==> src/hw/rtl/itfb_pkg.sv <==
// Shared types, constants and helper functions of the IMU telemetry frame builder.
package itfb_pkg;

    // Payload store geometry
    localparam int PAYLOAD_BYTES = 21;
    localparam int PL_AW         = $clog2(PAYLOAD_BYTES);
    localparam int PL_CW         = $clog2(PAYLOAD_BYTES + 2);
    localparam int NUM_WORDS     = 10;

    // Frame framing bytes
    localparam logic [7:0] SYNC_0   = 8'hA5;
    localparam logic [7:0] SYNC_1   = 8'h5A;
    localparam logic [7:0] TAIL_B   = 8'hAA;
    localparam logic [15:0] SM_BIAS = 16'h8000;

    // Record kind codes in header bits 6:5
    localparam logic [1:0] KIND_EULER = 2'd1;
    localparam logic [1:0] KIND_QUAT  = 2'd2;

    // Payload byte counts per layout
    localparam logic [PL_CW-1:0] LEN_EULER     = PL_CW'(9);
    localparam logic [PL_CW-1:0] LEN_EULER_POS = PL_CW'(15);
    localparam logic [PL_CW-1:0] LEN_QUAT      = PL_CW'(11);
    localparam logic [PL_CW-1:0] LEN_QUAT_POS  = PL_CW'(17);
    localparam logic [PL_CW-1:0] LEN_RAW       = PL_CW'(21);

    // Configuration register indexes
    localparam logic REG_NODE_ADDR = 1'b0;
    localparam logic REG_WEIGHT    = 1'b1;

    typedef enum logic [1:0] {
        CMD_EULER = 2'd0,
        CMD_QUAT  = 2'd1,
        CMD_RAW   = 2'd2,
        CMD_POLL  = 2'd3
    } t_cmd;

    typedef enum logic [2:0] {
        S_IDLE,
        S_LOAD,
        S_HDR0,
        S_HDR1,
        S_LEN,
        S_DATA,
        S_CHK,
        S_TAIL
    } t_state;

    // Sign-magnitude form of a two's complement word; -32768 wraps to zero
    function automatic logic [15:0] sign_mag(input logic [15:0] w);
        logic [15:0] r;
        begin
            if (w[15]) begin
                r = SM_BIAS + (~w + 16'd1);
            end else begin
                r = w;
            end
            return r;
        end
    endfunction

endpackage

==> src/hw/rtl/itfb_ram.sv <==
// Generic single-port-write, registered-read RAM.
module itfb_ram #(
    parameter int WIDTH = 8,
    parameter int DEPTH = 21
) (
    input  logic                     i_clk,
    input  logic                     i_we,
    input  logic [$clog2(DEPTH)-1:0] i_waddr,
    input  logic [WIDTH-1:0]         i_wdata,
    input  logic                     i_re,
    input  logic [$clog2(DEPTH)-1:0] i_raddr,
    output logic [WIDTH-1:0]         o_rdata
);
    logic [WIDTH-1:0] r_mem [DEPTH];
    logic [WIDTH-1:0] r_rdata;

    always_ff @(posedge i_clk) begin
        if (i_we) begin
            r_mem[i_waddr] <= i_wdata;
        end
        if (i_re) begin
            r_rdata <= r_mem[i_raddr];
        end
    end

    assign o_rdata = r_rdata;
endmodule

==> src/hw/rtl/imu_telemetry_frame_builder.sv <==
// Top level of the IMU telemetry frame builder: load sequencer, poll framer, APB registers.
//
// Usage:
//   Requests come on the command channel: i_cmd and its fields are taken at a rising edge
//   with start high and busy low. A load (Euler, quaternion or raw) packs the record into
//   payload bytes and writes them into the payload RAM, one byte per cycle, so busy stays
//   high until every payload byte (9 to 21 of them) is written; a load sends nothing.
//   A poll whose low byte equals the node address sends one frame: A5 5A LEN payload CHK AA,
//   one byte per cycle on o_frame_byte with o_valid high and o_last on the AA byte.
//   The first byte appears the cycle after the poll is taken; a frame of n payload
//   bytes is n + 5 bytes long, paced by the single RAM read port, with busy high for all
//   of them. A poll that does not match is taken and dropped; busy stays low.
//   The receiver cannot hold results off: each byte is valid for exactly one cycle.
//   Registers sit on the APB port: node address at 0x0, weightless_flag at 0x4; write them
//   only while busy is low.
//   Reset (synchronous, active low) clears the registers, the stored count and the
//   sequencer; before any load a poll sends A5 5A 02 02 AA. RAM contents are not
//   cleared since only bytes written by the last load are ever read back.
module imu_telemetry_frame_builder (
    input  logic        i_clk,
    input  logic        i_rst_n,
    // command channel
    input  logic        start,
    output logic        busy,
    input  logic [1:0]  i_cmd,
    input  logic        i_pos_present,
    input  logic signed [15:0] i_value_0,
    input  logic signed [15:0] i_value_1,
    input  logic signed [15:0] i_value_2,
    input  logic signed [15:0] i_value_3,
    input  logic signed [15:0] i_value_4,
    input  logic signed [15:0] i_value_5,
    input  logic signed [15:0] i_value_6,
    input  logic signed [15:0] i_value_7,
    input  logic signed [15:0] i_value_8,
    input  logic signed [15:0] i_value_9,
    // result channel
    output logic        o_valid,
    output logic [7:0]  o_frame_byte,
    output logic        o_last,
    // configuration port
    input  logic        psel,
    input  logic        penable,
    input  logic        pwrite,
    input  logic [2:0]  paddr,
    input  logic [31:0] pwdata,
    output logic [31:0] prdata,
    output logic        pready
);
    import itfb_pkg::*;

    // registers
    t_state                 r_state, n_state;
    logic [4:0]             r_dev_id;
    logic                   r_flag;
    logic [PL_CW-1:0]       r_count;
    logic [PL_CW-1:0]       r_wlen;
    logic [PL_CW-1:0]       r_idx, n_idx;
    logic [PL_CW-1:0]       r_n;
    logic [7:0]             r_len;
    logic [7:0]             r_sum, n_sum;
    logic [7:0]             r_ld [PAYLOAD_BYTES];

    logic                   accept;
    logic                   poll_hit;
    t_cmd                   cmd;
    logic [15:0]            words [NUM_WORDS];
    logic [7:0]             ld_bytes [PAYLOAD_BYTES];
    logic [7:0]             hdr;
    logic [PL_CW-1:0]       ld_len;
    logic                   ram_we, ram_re;
    logic [PL_AW-1:0]       ram_raddr;
    logic [7:0]             ram_rdata;
    logic                   cfg_wr;

    assign cmd      = t_cmd'(i_cmd);
    assign accept   = start && !busy;
    assign poll_hit = (i_value_0[7:0] == {3'b000, r_dev_id});
    assign busy     = (r_state != S_IDLE);

    // configuration registers
    assign cfg_wr = psel && penable && pwrite && pready;
    assign pready = 1'b1;

    always_ff @(posedge i_clk) begin
        if (!i_rst_n) begin
            r_dev_id <= '0;
            r_flag   <= 1'b0;
        end else if (cfg_wr) begin
            unique case (paddr[2])
                REG_NODE_ADDR: r_dev_id <= pwdata[4:0];
                REG_WEIGHT:    r_flag   <= pwdata[0];
                default:       ;
            endcase
        end
    end

    always_comb begin
        unique case (paddr[2])
            REG_NODE_ADDR: prdata = {27'd0, r_dev_id};
            REG_WEIGHT:    prdata = {31'd0, r_flag};
            default:       prdata = '0;
        endcase
    end

    // record packing: header then big-endian words
    always_comb begin
        words[0] = i_value_0;
        words[1] = i_value_1;
        words[2] = i_value_2;
        words[3] = i_value_3;
        words[4] = i_value_4;
        words[5] = i_value_5;
        words[6] = i_value_6;
        words[7] = i_value_7;
        words[8] = i_value_8;
        words[9] = i_value_9;
        unique case (cmd)
            CMD_EULER: begin
                hdr    = {r_flag, KIND_EULER, r_dev_id};
                ld_len = i_pos_present ? LEN_EULER_POS : LEN_EULER;
            end
            CMD_QUAT: begin
                hdr    = {r_flag, KIND_QUAT, r_dev_id};
                ld_len = i_pos_present ? LEN_QUAT_POS : LEN_QUAT;
            end
            default: begin
                hdr    = {3'b000, r_dev_id};
                ld_len = LEN_RAW;
                for (int i = 0; i < NUM_WORDS - 1; i++) begin
                    words[i] = sign_mag(words[i]);
                end
            end
        endcase
        for (int b = 0; b < PAYLOAD_BYTES; b++) begin
            ld_bytes[b] = '0;
        end
        ld_bytes[0] = hdr;
        for (int i = 0; i < NUM_WORDS; i++) begin
            if (2 * i + 1 < PAYLOAD_BYTES) begin
                ld_bytes[2 * i + 1] = words[i][15:8];
            end
            if (2 * i + 2 < PAYLOAD_BYTES) begin
                ld_bytes[2 * i + 2] = words[i][7:0];
            end
        end
    end

    // load shift line and poll capture
    always_ff @(posedge i_clk) begin
        if (accept && cmd != CMD_POLL) begin
            for (int b = 0; b < PAYLOAD_BYTES; b++) begin
                r_ld[b] <= ld_bytes[b];
            end
            r_wlen <= ld_len;
        end else if (r_state == S_LOAD) begin
            for (int b = 0; b < PAYLOAD_BYTES - 1; b++) begin
                r_ld[b] <= r_ld[b + 1];
            end
            r_ld[PAYLOAD_BYTES - 1] <= '0;
        end
        if (accept && cmd == CMD_POLL) begin
            r_len <= 8'(r_count) + 8'd2;
            r_n   <= (r_count == '0) ? '0 : r_count - PL_CW'(1);
        end
    end

    // stored count: payload bytes plus one
    always_ff @(posedge i_clk) begin
        if (!i_rst_n) begin
            r_count <= '0;
        end else if (accept && cmd != CMD_POLL) begin
            r_count <= ld_len + PL_CW'(1);
        end
    end

    // payload store
    assign ram_we = (r_state == S_LOAD);

    itfb_ram #(
        .WIDTH (8),
        .DEPTH (PAYLOAD_BYTES)
    ) u_store (
        .i_clk   (i_clk),
        .i_we    (ram_we),
        .i_waddr (r_idx[PL_AW-1:0]),
        .i_wdata (r_ld[0]),
        .i_re    (ram_re),
        .i_raddr (ram_raddr),
        .o_rdata (ram_rdata)
    );

    // sequencer state register
    always_ff @(posedge i_clk) begin
        if (!i_rst_n) begin
            r_state <= S_IDLE;
            r_idx   <= '0;
            r_sum   <= '0;
        end else begin
            r_state <= n_state;
            r_idx   <= n_idx;
            r_sum   <= n_sum;
        end
    end

    // sequencer next state and frame bytes
    always_comb begin
        n_state      = r_state;
        n_idx        = r_idx;
        n_sum        = r_sum;
        ram_re       = 1'b0;
        ram_raddr    = '0;
        o_valid      = 1'b0;
        o_frame_byte = '0;
        o_last       = 1'b0;
        unique case (r_state)
            S_IDLE: begin
                n_idx = '0;
                if (accept) begin
                    if (cmd != CMD_POLL) begin
                        n_state = S_LOAD;
                    end else if (poll_hit) begin
                        n_state = S_HDR0;
                    end
                end
            end
            S_LOAD: begin
                n_idx = r_idx + PL_CW'(1);
                if (r_idx == r_wlen - PL_CW'(1)) begin
                    n_state = S_IDLE;
                end
            end
            S_HDR0: begin
                o_valid      = 1'b1;
                o_frame_byte = SYNC_0;
                n_state      = S_HDR1;
            end
            S_HDR1: begin
                o_valid      = 1'b1;
                o_frame_byte = SYNC_1;
                n_state      = S_LEN;
            end
            S_LEN: begin
                o_valid      = 1'b1;
                o_frame_byte = r_len;
                n_sum        = r_len;
                n_idx        = '0;
                ram_re       = 1'b1;
                n_state      = (r_n == '0) ? S_CHK : S_DATA;
            end
            S_DATA: begin
                o_valid      = 1'b1;
                o_frame_byte = ram_rdata;
                n_sum        = r_sum + ram_rdata;
                n_idx        = r_idx + PL_CW'(1);
                if (r_idx == r_n - PL_CW'(1)) begin
                    n_state = S_CHK;
                end else begin
                    ram_re    = 1'b1;
                    ram_raddr = n_idx[PL_AW-1:0];
                end
            end
            S_CHK: begin
                o_valid      = 1'b1;
                o_frame_byte = r_sum;
                n_state      = S_TAIL;
            end
            S_TAIL: begin
                o_valid      = 1'b1;
                o_frame_byte = TAIL_B;
                o_last       = 1'b1;
                n_state      = S_IDLE;
            end
            default: n_state = S_IDLE;
        endcase
    end

    // checks
    a_last_is_tail: assert property (@(posedge i_clk) disable iff (!i_rst_n)
        o_last |-> (o_valid && o_frame_byte == TAIL_B))
        else $error("last flag without closing byte");

    a_poll_starts_frame: assert property (@(posedge i_clk) disable iff (!i_rst_n)
        (accept && cmd == CMD_POLL && poll_hit) |=> (o_valid && o_frame_byte == SYNC_0))
        else $error("matching poll did not open a frame");

    a_no_result_idle: assert property (@(posedge i_clk) disable iff (!i_rst_n)
        !busy |-> !o_valid)
        else $error("result while idle");

    a_load_busy: assert property (@(posedge i_clk) disable iff (!i_rst_n)
        (accept && cmd != CMD_POLL) |=> (busy && !o_valid))
        else $error("load not writing the store");

    a_frame_contiguous: assert property (@(posedge i_clk) disable iff (!i_rst_n)
        (o_valid && !o_last) |=> o_valid)
        else $error("gap inside a frame");

endmodule

==> config.mk <==
export PLATFORM = sky130hd
export DESIGN_NAME = imu_telemetry_frame_builder
export DESIGN_NICKNAME = d
export VERILOG_FILES = /design/src/hw/rtl/itfb_pkg.sv /design/src/hw/rtl/itfb_ram.sv /design/src/hw/rtl/imu_telemetry_frame_builder.sv
export SDC_FILE = /design/constraint.sdc
export NUM_CORES = 1
export LEC_CHECK = 0
export ABC_AREA = 1
export BUFFER_PORTS_ARGS = -buffer_cell sky130_fd_sc_hd__clkbuf_2
export CAP_MARGIN = 20
export CORE_MARGIN = 3
export CORE_UTILIZATION = 56
export DETAILED_ROUTE_END_ITERATION = 6
export GPL_TIMING_DRIVEN = 0
export PLACE_DENSITY = 0.89
export SYNTH_ARGS = -nofsm -noshare
export SYNTH_HDL_FRONTEND = slang
export SYNTH_SLANG_ARGS = --single-unit
==> constraint.sdc <==
create_clock -name i_clk -period 11.05 [get_ports i_clk]
set_input_delay 1.105 -clock i_clk [delete_from_list [all_inputs] [get_ports i_clk]]
set_output_delay 1.105 -clock i_clk [all_outputs]
set_load 0.1 [all_outputs]
Word-level counts from Yosys, hierarchy flattened
Memory sizes are Yosys's and may differ from the RTL's. A register that Yosys moved wholly into a read port is not among the register bits. Cells that the tools add are included.

Register bits: 45. Bits in latches: 0. Memory bits (writable): 336. ROM bits: 0. Input port bits: 204. Output and inout bits: 44. Memories kept: 2.

$add $sub $neg: 25. Multiply operators: 0. Div/mod/pow operators: 0. Magnitude comparators: 0. Eq/ne operators: 17. Shift operators: 0. Multiplexer cells: 58. Bitwise operators: 31. Reduce and logical (&&, ||, !) cells: 20.

Memory list: r_ld (words 21, bits a word 8, rd ports 21, clocked after memory_dff 0, write ports 21, line imu_telemetry_frame_builder.sv:62) `logic [7:0] r_ld [PAYLOAD_BYTES];`; u_store.r_mem (words 21, bits a word 8, rd ports 1, clocked after memory_dff 1, write ports 1, line itfb_ram.sv:14) `logic [WIDTH-1:0] r_mem [DEPTH];`.

Operator list (number): 8-bit 2-to-1 mux (21); 16-bit by 1-bit adder with 16-bit output (second input constant) (9); 16-bit adder (first input constant) (9); 144-bit 2-to-1 mux (1); 16-bit 2-to-1 mux (9); 16-bit inverter (9); 32-bit case mux with 2 select lines (1); 8-bit case mux with 6 select lines (1); 8-bit case mux with 2 select lines (2); 3-bit case mux with 8 select lines (1); 1-bit bitwise OR (21); 5-bit case mux with 2 select lines (2); 3-bit 2-to-1 mux (6); 5-bit 2-to-1 mux (3); 5-bit by 1-bit subtractor with 5-bit output (second input constant) (3); 3-bit equality test (second input constant) (4); 5-bit by 1-bit adder with 5-bit output (second input constant) (2); 5-bit equality test (2); 5-bit logical NOT (2); 1-bit 2-to-1 mux (9); 8-bit adder (1); 8-bit by 5-bit equality test with 1-bit output (1); 5-bit by 2-bit adder with 6-bit output (second input constant) (1); 3-bit by 2-bit equality test with 1-bit output (second input constant) (2); other kinds (19) (29).

Depth between registers and ports, before layout
Gate-level depths: netlist of run 1.

Depth after elaboration: 7. Gate-level depth with buffers: 18. Mapped depth without buffers: 17.

Hierarchy
Synthesis of run 1 repeated with hierarchy kept, for this count alone.

Cells, all modules: 2305. Area, all modules: 20275.7 µm².

By module, submodules not included: imu_telemetry_frame_builder (times used 1, cells each 1611, area an instance 12771.0 µm², sequential area each 5985.7 µm²); itfb_ram (times used 1, cells each 694, area an instance 7504.7 µm², sequential area each 5285.1 µm²).

Least setup slack after synthesis of run 1
OpenSTA, ideal clock, no wires.

Path kind: register -> register. From: register r_state[1]. To: memory r_ld[0][0], enable pin. Arrival: 5353 ps. Data required time: 9660 ps. Path slack: 4306 ps. Stages on the path, launching flop included: 12. Clock period less this slack: 6744 ps. Path through: dfxtp_1 buf_2 inv_1 nand2_1 nor2_1 inv_1 a21oi_1 inv_1 nor2_1 inv_2 clkbuf_1 nand2_1.

RTL lines: from (decl) (line imu_telemetry_frame_builder.sv:53) `t_state r_state, n_state;`; from (signal assigned) (line imu_telemetry_frame_builder.sv:200) `r_state <= n_state;`; to (decl) (line imu_telemetry_frame_builder.sv:62).

Final worst setup path of run 1
From: register r_state[2]. To: output o_frame_byte[1].

Word-level cells in the longest chain between the ends: 2. Elaborated cells on any way between the ends: 7. Classes of those cells: eq/ne: 6; mux: 1.

RTL lines: 3-bit equality test / 3-bit by 2-bit equality test with 1-bit output (equally long branches) (line imu_telemetry_frame_builder.sv:216) `unique case (r_state)`; 8-bit case mux with 6 select lines * (line imu_telemetry_frame_builder.sv:216); to (decl) (line imu_telemetry_frame_builder.sv:39) `output logic [7:0] o_frame_byte,`.

Every way passes the cells marked *; elsewhere a longest branch is shown, timed or not.

==> flow_metrics.py, run 1 <==
metrics = {
    "detailed_routing": {
        "post_drt_via_cell_ratio": 5.73,
        "first_iter_violations": 1899,
        "wl_um": 53300,
        "num_vias": 16440,
        "antenna_left": 0,
        "dr.pass1.iters": 7,
        "wl_per_cell_um": 18.6,
        "route.detailed.drc": 2,
    },
    "floorplan": {
        "fp.dieW_um": 195,
        "dieHeight_um": 195,
        "start_util_pct": 57.3,
        "die_area_mm2": 0.0379,
        "io_pins": 248,
        "coreArea_mm2": 0.0348,
        "rows": 68,
    },
    "clock_tree": {
        "cts_root_buf": "clkbuf_16",
        "clkSinkCount": 384,
        "cts_tree": "built",
        "cts_made_buffers": 40,
        "hold_buffers": 0,
        "clock_latency_ns": 0.54,
        "post_cts_buffers": 0,
        "cts_resized": 0,
        "path_clk_slew_ns": 0.07,
        "cts-htree-levels": 2,
        "cts_buffer_depth": 3,
    },
    "synthesis": {
        "yosysMostFrequentCell": "nand2_1",
        "yosysSeqAreaShare_pct": 56.6,
        "synth_seq_cells": 384,
        "synth_cells": 2124,
        "mappedNetlistArea_mm2": 0.0199,
        "yosys_warnings": 0,
        "synth_commonest_cells": "nand2_1, edfxtp_1, nor2_1, inv_1, o21ai_0",
        "yosys-top-cells-area": "edfxtp_1, nand2_1, o21ai_0",
        "synth_top_area_share_pct": 53.9,
        "yosys_most_used_dff": "edfxtp_1",
        "synth_edf_count": 358,
        "yosysTopAreaCell": "edfxtp_1",
        "yosysUniqueCellTypes": 46,
        "avgSynthCellArea_um2": 9.38,
        "ys_async_sr_fraction_pct": 0,
    },
    "sta": {
        "tightest_slew_ns": 1.08,
        "rsz0062_at_grt": "false",
        "hold_viol": 0,
        "fmaxAchievable_ghz": 0.256,
        "setup_viol": 0,
        "finalSetupTns_ns": 0,
        "fin_skew_ns": 0.0263,
        "finalMaxSlewViolations": 0,
        "post-route-min-period_ns": 3.91,
        "slew_headroom_pct": 27.8,
        "timing.final.crit_share_pct": 35.4,
    },
    "min_path": {
        "hold_path_class": "reg2reg",
    },
    "critical_path": {
        "critPathKind": "reg2out",
        "arrival_ns": 2.80,
        "worstSetupStartpointType": "flop",
        "end_kind": "output port",
        "cp.required_ns": 9.95,
        "crit_fanout": 10,
    },
    "grt": {
        "grt_use_total_pct": 26.9,
        "grt_pass1_wl_um": 82200,
        "antenna_found_initial": 2,
        "grt_max_degree": 74,
        "grt_pass1_vias": 15878,
        "grt_overflow": 0,
    },
    "pwr": {
        "power_leakage_nw": 9.40,
        "combPwrFrac_pct": 13.8,
        "p_clk_share_pct": 35.3,
        "p_sw_mw": 1.01,
        "seq_power_share_pct": 50.9,
        "p_int_mw": 2.68,
        "vdd_drop_max_uv": 155,
        "swShare_pct": 27.5,
        "powerDensity_mw_per_mm2": 161,
        "p_total_mw": 3.69,
    },
    "layout": {
        "multi_input_area_mm2": 0.00725,
        "register_area_mm2": 0.0113,
        "utilization_pct": 65.7,
        "drive_gt1_share_pct": 15.7,
        "fillers": 2582,
        "final_nets": 2613,
        "syn_to_final_growth_pct": 14.7,
    },
    "run_status": {
        "outcome": "complete, but fails checks",
        "failed_checks": "DRC",
    },
    "placement": {
        "finalWeightedCongestion": 0.931,
        "dpl.hpwl_um": 38100,
        "port_buffers": 188,
    },
    "run": {
        "drv_cap": 0,
    },
}
[critical path, stage by stage (launching register included)]
cell       delay [ns]
dfxtp_1          0.46
inv_2            0.13
nor2_2           0.11
inv_2            0.05
nor2_2           0.18
buf_6            0.21
buf_2            0.23
inv_1            0.15
o2111ai_1        0.25
clkbuf_2         0.50
[metrics by stage]
step / hold WS (ns) / instances / instance area, µm² / worst slack (ns)
after floorplan: 0.444 / 2150 / 20000 / 4.31
after global placement: 0.468 / 2793 / 21500 / 2.96
after detailed placement: 0.489 / 2797 / 21600 / 7.03
after CTS: 0.503 / 2868 / 22900 / 7.16
after global routing: 0.530 / 2870 / 22900 / 7.01
final: 0.500 / 2870 / 22900 / 7.14
[flip-flops by register name (all words and copies together), names as in the netlist]
name             count
r_dev_id             5
r_len                5
u_store.r_mem      168
r_idx                5
r_n                  5
r_state              3
r_sum                8
u_store.o_rdata      8
r_wlen               4
r_count              4
r_ld               168
r_flag               1
[cell usage in the layout (no fill, tap or decap), drive strengths merged, types with 33 or more instances in the layout]
cell type | synthesis | layout
buf | 85 | 90
clkbuf | 30 | 261
edfxtp | 358 | 358
inv | 226 | 228
nand2 | 453 | 453
nand3 | 129 | 129
nand4 | 63 | 63
nor2 | 226 | 226
o21ai | 214 | 214
or2 | 33 | 33
xor2 | 102 | 102
[area by class of cell]
| cell class | count | share of cell area [%] |
|---|---|---|
| Multi-Input combinational cell | 1420 | 31.7 |
| Clock inverter | 28 | 1.03 |
| Sequential cell | 384 | 49.3 |
| Clock buffer | 43 | 4.43 |
| Tap cell | 455 | 2.49 |
| Timing Repair Buffer | 193 | 4.43 |
| Antenna cell | 1 | 0.0109 |
| Inverter | 231 | 3.79 |
| Buffer | 115 | 2.83 |
[final timing paths]
path	startpoint	end	slack (ns)	cells past startpoint
worst max-delay path	r_state[2]	o_frame_byte[1]	7.14	9
worst max register to register	r_state[0]	r_ld[0][42]	7.34	11
worst min register to register	r_sum[0]	r_sum[0]	0.50	2
worst min-delay path	r_sum[0]	r_sum[0]	0.50	2
[routing by layer]
| metal | global-route usage (%) | part of all wire (%) |
|---|---|---|
| met1 | 34.2 | 37 |
| met5 | 0 | 0.017 |
| met4 | 10.9 | 4.1 |
| met2 | 46.3 | 50 |
| met3 | 4.40 | 9.5 |
[power by group through the flow]
stage	combinational, mW	sequential (mW)	clock, mW
final	0.511	1.88	1.30
after detailed placement	0.499	1.90	0
after CTS	0.504	1.88	1.30
after floorplan	0.335	1.88	0
after global routing	0.557	1.89	1.36
after global placement	0.468	1.93	0
[cell families after synthesis]
family          Yosys count  share of synthesized area (%)
compound gates          297                           8.11
fa+ha+maj                24                           1.54
xor+xnor                128                           5.63
flops                   384                           56.6
other cells               2                         0.0377
mux                       1                         0.0565
simple gates            942                           20.5
buf+inv                 346                           7.60
Note: power is estimated with default switching activity, not from simulation.
==> inputs of run 2 (changes only) <==
==> constraint.sdc (replaced) <==
create_clock -name i_clk -period 3.6 [get_ports i_clk]
set_input_delay 0.36 -clock i_clk [delete_from_list [all_inputs] [get_ports i_clk]]
set_output_delay 0.36 -clock i_clk [all_outputs]
set_load 0.1 [all_outputs]
==> run 2 against run 1 <==
Net effect:
- the run still ends with DRC left
- routed wire length decreased by 0.52%
- final cell count about the same
- register-to-register slack got worse by 7.2 ns
- combinational power increased to 3.1 times the previous value
- first-iteration DRC count decreased by 3.3%
- hold slack got worse by 0.41 ns
- total power increased to 3.1 times the previous value
- sequential share of layout area decreased by 0.065 points
- flip-flop and latch count unchanged
- critical path depth increased by 3
- critical endpoint is now u_store.o_rdata[4]
==> flow_metrics.py, run 2 (synthesis gave the netlist of run 1 again) <==
metrics = {
    "clock_tree": {
        "clock_latency_ns": 0.54,
        "cts-htree-levels": 2,
        "path_clk_slew_ns": 0.06,
        "cts_root_buf": "clkbuf_16",
        "cts_made_buffers": 40,
        "hold_buffers": 0,
        "cts_tree": "built",
        "clkSinkCount": 384,
        "cts_buffer_depth": 3,
    },
    "grt": {
        "use_met2_pct": 45.7,
        "grt_overflow": 0,
        "grtUsageMet3_pct": 5.13,
        "grt_pass1_vias": 16308,
        "antenna_found_initial": 2,
        "grt_max_degree": 169,
        "grt.busiest_layer": "met2",
        "grt_pass1_wl_um": 83400,
        "grt_use_total_pct": 27.2,
        "grt.met1_usage_pct": 34.4,
    },
    "layout": {
        "multi_input_area_mm2": 0.00728,
        "fillers": 2520,
        "final_nets": 2613,
        "fin_cells": 2871,
        "reg.largest.list": "r_ld x168, u_store.r_mem x168",
        "drive_gt1_share_pct": 16.0,
        "layout_commonest_cell": "nand2_1",
        "register_area_mm2": 0.0113,
        "final_cell_mix": "nand2_1, edfxtp_1, nor2_1, inv_1, o21ai_0",
        "syn_to_final_growth_pct": 14.9,
    },
    "critical_path": {
        "crit_chain": "inv_2, clkbuf_1, clkbuf_2, clkbuf_1, ha_1, nand3_4, inv_2, buf_4, o21ai_0, o21ai_0, o21bai_1, nand2_1",
        "critPathBufInv": 6,
        "cp_slowest_cell": "clkbuf_1",
        "worstSetupStartpointType": "flop",
        "cp.depth": 12,
        "cp.required_ns": 3.86,
        "critPathKind": "reg2reg",
        "slowest_delay_ns": 0.46,
        "crit_family": "buffers and inverters",
        "reg2reg_depth": 12,
        "crit_fanout": 11,
        "end_kind": "flop",
        "arrival_ns": 3.76,
    },
    "placement": {
        "finalWeightedCongestion": 0.945,
        "port_buffers": 188,
        "dpl.hpwl_um": 37400,
        "dp_cells": 2794,
        "pre_cts_ws_ns": -0.0114,
    },
    "detailed_routing": {
        "num_vias": 16413,
        "antenna_left": 0,
        "first_iter_violations": 1836,
        "wl_um": 53000,
        "route.detailed.drc": 2,
        "post_drt_via_cell_ratio": 5.72,
        "dr.pass1.iters": 7,
        "wl_per_cell_um": 18.5,
    },
    "floorplan": {
        "fp.dieW_um": 195,
        "start_util_pct": 57.3,
        "io_pins": 248,
        "rows": 68,
        "dieHeight_um": 195,
        "coreArea_mm2": 0.0348,
        "die_area_mm2": 0.0379,
    },
    "sta": {
        "finalMaxSlewViolations": 0,
        "finalHoldWorstSlack_ns": 0.0891,
        "fin_skew_ns": 0.0255,
        "rsz0062_at_grt": "false",
        "setup_ws_ns": 0.109,
        "timing.final.crit_share_pct": 97.0,
        "slew_headroom_pct": 30.3,
        "tightest_slew_ns": 1.05,
        "hold_viol": 0,
        "setup_viol": 0,
        "finalSetupTns_ns": 0,
        "post-route-min-period_ns": 3.49,
        "fmaxAchievable_ghz": 0.286,
    },
    "run": {
        "drv_cap": 0,
    },
    "pwr": {
        "power_leakage_nw": 9.41,
        "powerDensity_mw_per_mm2": 495,
        "vdd_drop_max_uv": 454,
    },
    "min_path": {
        "whs_path_depth": 3,
        "hold_path_class": "in2reg",
    },
    "run_status": {
        "failed_checks": "DRC",
        "outcome": "complete, but fails checks",
    },
}
## run 2: cell types whose count changed in the layout (fill, tap and decap cells not counted), sizes merged
cell,delta
buf,-4
bufinv,-1
clkbuf,+13
clkdlybuf4s15,+1
clkinv,-7
inv,-2
nand2,+1
## run 2: worst reg2reg max path, delay by kind of cell, from the launching register on
kind	cells	cell delay, ns
AOI/OAI and AO/OA	3	0.47
buffers and inverters	6	1.71
DFF	1	0.38
and+or+nand+nor	2	0.30
adders and majority gates	1	0.38
## run 2: through the flow
step	util, %	area (µm²)	power (mW)
CTS	65.6	22800	11.3
global placement	62.0	21600	7.28
detailed placement	62.0	21600	7.36
floorplan	-	20100	6.76
finish	65.8	22900	11.3
global route	65.8	22900	11.7
## run 2: worst paths after layout
kind	from	endpoint	slack, ns
max	r_idx[0]	u_store.o_rdata[4]	0.11
min	i_rst_n	r_flag	0.09
max reg2reg	r_idx[0]	u_store.o_rdata[4]	0.11
min reg2reg	r_sum[0]	r_sum[0]	0.50
## run 2: area by class of cell
class	instances	area share, %
sequential	384	49.2
inverter	231	3.80
clock inverter	18	0.667
multi-input combinational	1421	31.8
timing repair buffer	192	4.34
antenna	1	0.0109
buffer	115	2.84
tap	455	2.49
clock buffer	54	4.83
## run 2: per-layer routing
layer  wire [µm]  part of all wire [%]
met5          13                 0.025
met4        2450                   4.6
met3        5350                    10
met2       25600                    48
met1       19600                    37
## run 2: where the power goes
group | internal [mW] | switching (mW)
clock | 2.30 | 1.70
combinational | 0.438 | 1.13
sequential | 5.51 | 0.248
total | 8.26 | 3.08
## run 2: what timing repair did
item | in CTS | in global routing
pin swaps | 0 | 1
setup endpoints to repair | 5 | 94
resized for setup | 1 | 2
buffers inserted | 0 | 0
cloned | 0 | 1
